## config.mk

```make
export PLATFORM = sky130hd
export DESIGN_NAME = ptcm_div_pipe
export DESIGN_NICKNAME = d
export VERILOG_FILES = /design/src/hw/rtl/ptcm_div_pipe.sv
export SDC_FILE = /design/constraint.sdc
export NUM_CORES = 2
export LEC_CHECK = 0
export BUFFER_PORTS_ARGS = -buffer_cell sky130_fd_sc_hd__buf_2
export CORE_MARGIN = 2
export CORE_UTILIZATION = 50
export DETAILED_ROUTE_END_ITERATION = 7
export GPL_ROUTABILITY_DRIVEN = 0
export PLACE_DENSITY = 0.68
export SLEW_MARGIN = 20
export SYNTH_ARGS = -nofsm -noshare
export SYNTH_HDL_FRONTEND = slang
export SYNTH_SLANG_ARGS = --single-unit
```

## constraint.sdc

```tcl
create_clock -name clk -period 3.75 [get_ports clk]
set_clock_uncertainty 0.05 [all_clocks]
set_input_delay 0.75 -clock clk [delete_from_list [all_inputs] [get_ports clk]]
set_output_delay 0.75 -clock clk [all_outputs]
set_load 0.03 [all_outputs]
```

## src/hw/rtl/ptcm_div_pipe.sv

```systemverilog
// Pipelined restoring divider, one quotient bit resolved per stage.
`timescale 1ns / 1ps

module ptcm_div_pipe #(
  parameter int DW = 32,
  parameter int QW = 30,
  parameter int SW = 1
) (
  input  logic          clk,
  input  logic          rst_n,
  input  logic          en,
  input  logic          vld_i,
  input  logic [DW-1:0] rem_i,  // upper dividend part, below the divisor
  input  logic [QW-1:0] bits_i, // lower dividend bits, one per stage
  input  logic [DW-1:0] den_i,
  input  logic [SW-1:0] side_i,
  output logic          vld_o,
  output logic [QW-1:0] quot_o,
  output logic [SW-1:0] side_o
);

  logic          vld_r  [QW];
  logic [DW-1:0] rem_r  [QW];
  logic [DW-1:0] den_r  [QW];
  logic [QW-1:0] word_r [QW];
  logic [SW-1:0] side_r [QW];

  for (genvar k = 0; k < QW; k++) begin : g_stage
    logic          vld_in;
    logic [DW-1:0] rem_in;
    logic [DW-1:0] den_in;
    logic [QW-1:0] word_in;
    logic [SW-1:0] side_in;
    logic [DW:0]   cur;
    logic [DW:0]   diff;
    logic [DW-1:0] rem_nxt;

    if (k == 0) begin : g_first
      assign vld_in  = vld_i;
      assign rem_in  = rem_i;
      assign den_in  = den_i;
      assign word_in = bits_i;
      assign side_in = side_i;
    end else begin : g_next
      assign vld_in  = vld_r[k-1];
      assign rem_in  = rem_r[k-1];
      assign den_in  = den_r[k-1];
      assign word_in = word_r[k-1];
      assign side_in = side_r[k-1];
    end

    // The word shifts left: dividend bits leave at the top, quotient bits enter below.
    assign cur     = {rem_in, word_in[QW-1]};
    assign diff    = cur - {1'b0, den_in};
    assign rem_nxt = diff[DW] ? cur[DW-1:0] : diff[DW-1:0];

    always_ff @(posedge clk) begin
      if (!rst_n) begin
        vld_r[k] <= 1'b0;
      end else if (en) begin
        vld_r[k] <= vld_in;
      end
      if (en) begin
        rem_r[k]  <= rem_nxt;
        den_r[k]  <= den_in;
        word_r[k] <= {word_in[QW-2:0], !diff[DW]};
        side_r[k] <= side_in;
      end
    end
  end

  assign vld_o  = vld_r[QW-1];
  assign quot_o = word_r[QW-1];
  assign side_o = side_r[QW-1];

endmodule

```

# Word level (Yosys, flattened, before mapping)
# Memories as Yosys holds them, arrays and structs flattened.
# Index checks and enable logic that the tools add are counted.
dict set report totals {
  reg_bits 0
  mem_bits_rw 2880
  out_inout_bits 32
  word_cells 160
  n_memories 5
}
dict set report classes {
  addsub 30
  mux 65
  n_bitwise 30
  n_reduce_logical 30
}
# memory depth word_bits read_ports rd_clocked_by_memory_dff write_ports line_no
set mem_list {}
lappend mem_list {den_r 30 32 29 0 30 24} ;# logic [DW-1:0] den_r [QW];
lappend mem_list {rem_r 30 32 29 0 30 23} ;# logic [DW-1:0] rem_r [QW];
lappend mem_list {word_r 30 30 30 0 30 25} ;# logic [QW-1:0] word_r [QW];
lappend mem_list {side_r 30 1 30 0 30 26} ;# logic [SW-1:0] side_r [QW];
lappend mem_list {vld_r 30 1 30 0 30 22} ;# logic vld_r [QW];
# operator n
set op_table {}
lappend op_table {{subtractor 33 x 32 -> 33 bit} 30}
lappend op_table {{two-way mux 32 bit} 30}
lappend op_table {{two-way mux 1 bit} 35}
lappend op_table {{logical NOT 1 bit} 30}
lappend op_table {{bitwise OR 1 bit} 30}

# Depth between registers and ports, before layout
dict set report depth {
  depth_word 4
  ltp_mapped 15
  mapped_depth_nobuf 14
}

# Worst setup path before layout
# OpenSTA, ideal clock, no wires.
dict set report synth_path {
  path_kind {input to register}
  from {input bits_i[29]}
  to {memory rem_r[0][10] (data pin)}
  arrival_ns 3.567
  slack_ns -0.127
  cell_stages 14
  path_buffers 1
  path_cell_list {inv_1 > ha_1 > fa_1 > nand2b_1 > a21oi_1 > o21ai_0 > o211ai_1 > a2bb2oi_1 > a21oi_1 > o2111ai_1 > nand2_1 > xnor2_1 > clkbuf_1 > mux2_2}
}
# element line_no
set synth_rtl {}
lappend synth_rtl {{start, declared} 14} ;# input logic [QW-1:0] bits_i,
lappend synth_rtl {{end, declared} 23}

==> results.md <==
- Status: finished with violations
- Failing checks: DRC, setup timing
- Synthesized net count: 12700
- Yosys reg bits: 2816
- Top Layer Used: met5
- Startpoint type of the worst setup path: flip-flop
- Crit-path slowest cell: a2111o_1
- TritonCTS buffer count: 312
- Initial antenna violation count: 6
- RR Endpoint: rem_r[1][3]
- Vias in the first global route: 101000
- Sequential element share of the synthesized area: 57.6%
- Fillers: 21800
- Mapped Cells: 11600
- Leakage: 0.0729 µW
- Nets@finish: 14200
- I/O pins: 131
- Slew headroom: 45.0%
- First-pass GRT wire length: 520000 µm
- Pins Over Slew Limit: 0
- Wl on met1: 116000 µm
- Routed WL per cell: 19.1 µm
- Synth warn: 0
- Root buffer cell: clkbuf_16
- Ranking of synthesized cells by area: edfxtp_1 58%, ha_1 8.2%, mux2_2 5.2%
- Overall die width: 546 µm
- WS Path Type: reg -> reg
- Commonest cells after routing, fill and taps aside: 2815 x edfxtp_1, 1159 x inv_1, 1079 x buf_4
- Minimum clock period: 3.93 ns
- Hold Path Cell Cnt: 2
- Synth top area share: 57.6%
- Clock power frac: 16.9%
- H-tree levels: 5
- Post-Place Worst Slack: -0.653 ns
- CP required: 4.30 ns
- Net Sw Frac: 35.8%
- Tcrit/Tclk final: 105%
- Syn Std Cell Area: 0.147 mm²
- Power per standard cell area: 984 mW/mm²
- CTS Buffer Depth: 4
- Peak supply drop: 0.988 mV
- Hold wc startpoint: den_i[0]
- Die area: 0.298 mm²
- Worst slew pin tran: 0.825 ns
- Port Buffer Count: 130
- Synthesized area per cell: 12.6 µm²
- Area delta synth->final: 20.1%
- Routed wire length: 330000 µm
- Largest area contributor in the netlist: edfxtp_1
- Routed wl met2: 178000 µm
- Post-DP HPWL: 227000 µm
- RSZ-0062 raised after global routing: yes
- Gate power share: 54.0%
- Clk Latency, worst-skew pair: 0.92 ns
- Fraction of layout cells with a size suffix above 1: 21.8%
- CP max stage delay: 0.54 ns
- Hold EP: den_r[0][0]
- Avg Vias per Cell: 5.66
- CTS tree: done
- Worst Path Arrival: 4.48 ns
- Initial Util: 50.3%
- Die H: 546 µm
- Fmax: 254 MHz
- Post-route setup slack: -0.181 ns
- First-pass detailed-route iteration total: 8
- FFs w/ async S/R, synth: 0%
- Final setup TNS: -20.28 ns
- Vias: 97600
- Flop pwr share: 29.1%
- Rows: 198
- ANT nets after route: 0
- Count of cell types in the netlist: 104
- Most common cell after layout, fill and taps aside: edfxtp_1
- Drt first-iter violations: 7011
- Post-synth EDFFs: 2815
- R2R cell count: 15
- Hold crit path type: in -> reg
- Final hold viol count: 0
- Drc violations: 2
- Setup slack, reg-to-reg: -0.18 ns
- TritonCTS Sinks: 2816
- Clock Pin Slew Worst Setup and Hold Paths: 0.06 ns
- Crit-path cells: ha_2 > fa_2 > nor2b_2 > o21ai_2 > a2111o_1 > a21oi_2 > buf_6 > nor4b_4 > nor3_2 > a22o_1 > a211oi_4 > xor2_4 > buf_12 > buf_16 > mux2_4
- Max Cap Viol: 0
- RR Startpoint: den_r[0][480]
- Core Box Area: 0.291 mm²
- Biggest fanout along the worst timing path: 7
- Metal3 WL: 13300 µm
- Top_reg_cell synth: edfxtp_1
- Final setup viols: 384
- Gr usage total: 21.3%
- CP Capture Type: flip-flop
- P_sw: 62100 µW
- Grt ovf: 0
- Largest net degree at the start of global routing: 139
- Int Power: 111000 µW
-- logic make-up (layout without fill, tap and decap cells) --
family	count (synthesis)	after routing	share of synthesized area (%)
AOI/OAI and AO/OA	2761	2761	12.1
buffers and inverters	1444	3174	3.84
adders and majority gates	988	988	8.58
muxes	839	839	6.57
DFF	2816	2816	57.6
other	0	6	0
xor gates and xnor gates	787	787	4.75
and+or+nand+nor	1973	1973	6.53
-- layout make-up --
class                   count  area, µm²  area share, %
well taps                3900       4880           2.77
repair buffers           1450      13100           7.44
inverters                1169       4400           2.49
diodes                      6       15.0        0.00852
multi-input cells        7348      59500           33.8
flip-flops and latches   2816      84600           48.0
clock buffers             376       8110           4.60
clock inverters           179       1650          0.935
-- routing by layer --
metal | global-route usage, % | vias to the layer above
met3 | 3.16 | 1138
li1 | - | 46200
met4 | 13.0 | 6
met1 | 21.4 | 47400
met5 | 0 | -
met2 | 41.1 | 2827
-- repair_timing --
| action | 4_1_cts | 5_1_grt |
|---|---|---|
| setup endpoints to repair | 846 | 890 |
| hold endpoints to repair | 57 | 0 |
| gates cloned | 47 | 12 |
| gates resized for setup | 511 | 208 |
| hold buffers | 57 | 0 |
| pin swaps | 142 | 118 |
| buffers inserted | 118 | 47 |
-- power by group through the flow --
stage / registers, µW / logic [µW] / clock network [µW]
5_1_grt: 51100 / 100000 / 31300
3_5_place_dp: 50900 / 76300 / 0
4_1_cts: 50400 / 89700 / 30000
3_3_place_gp: 50700 / 73400 / 0
6_report: 50500 / 93600 / 29300
2_1_floorplan: 49100 / 55000 / 0
-- worst max path at each step --
stage	from	endpoint	slack [ns]
2_1_floorplan	bits_i[29]	rem_r[0][10]	0.08
3_3_place_gp	bits_i[29]	rem_r[0][8]	-0.81
6_report	den_r[0][480]	rem_r[1][3]	-0.18
3_5_place_dp	word_r[0][419]	rem_r[0][477]	-0.65
4_1_cts	den_r[1][320]	rem_r[1][369]	-0.23
5_1_grt	rem_r[1][82]	rem_r[1][103]	-0.28
-- cells in the mapped netlist (all sizes together) (40+ instances only) --
library cell  number
a21o             383
o31a              61
nor2             512
nand2b            87
buf               79
nand4            112
inv             1169
o21ai            570
a21oi            836
a211o             40
nor2b            134
xor2             267
o21a             177
o21bai            81
and3             113
a31oi            107
a211oi            72
nor3              86
clkbuf           196
nand3            162
mux2             753
mux2i             86
xnor2            520
o31ai             77
o211ai            45
or3               42
ha               959
edfxtp          2815
nand2            551
-- sequential cells by signal (all words and copies together), names as in the netlist --
signal / cells
den_r: 928
rem_r: 928
side_r: 30
vld_r: 30
word_r: 900
-- critical path, delay by kind of cell, from the launching register on --
kind | cells | cell delay, ns
compound gates | 5 | 1.20
xor+xnor | 1 | 0.22
simple gates | 3 | 0.42
flops | 1 | 0.40
buf+inv | 3 | 0.49
mux | 1 | 0.31
fa+ha+maj | 2 | 0.55
-- stage by stage --
stage	util [%]	hold WS (ns)	area, µm²	std cells	total power (µW)
2_1_floorplan	-	0.350	147000	11600	104000
3_3_place_gp	54.9	0.350	160000	16400	124000
5_1_grt	60.5	0.0244	176000	17200	183000
6_report	60.5	0.0794	176000	17200	173000
3_5_place_dp	54.9	0.355	160000	16400	127000
4_1_cts	60.0	0.00557	175000	17200	170000
Note: power is estimated with default switching activity, not from simulation.
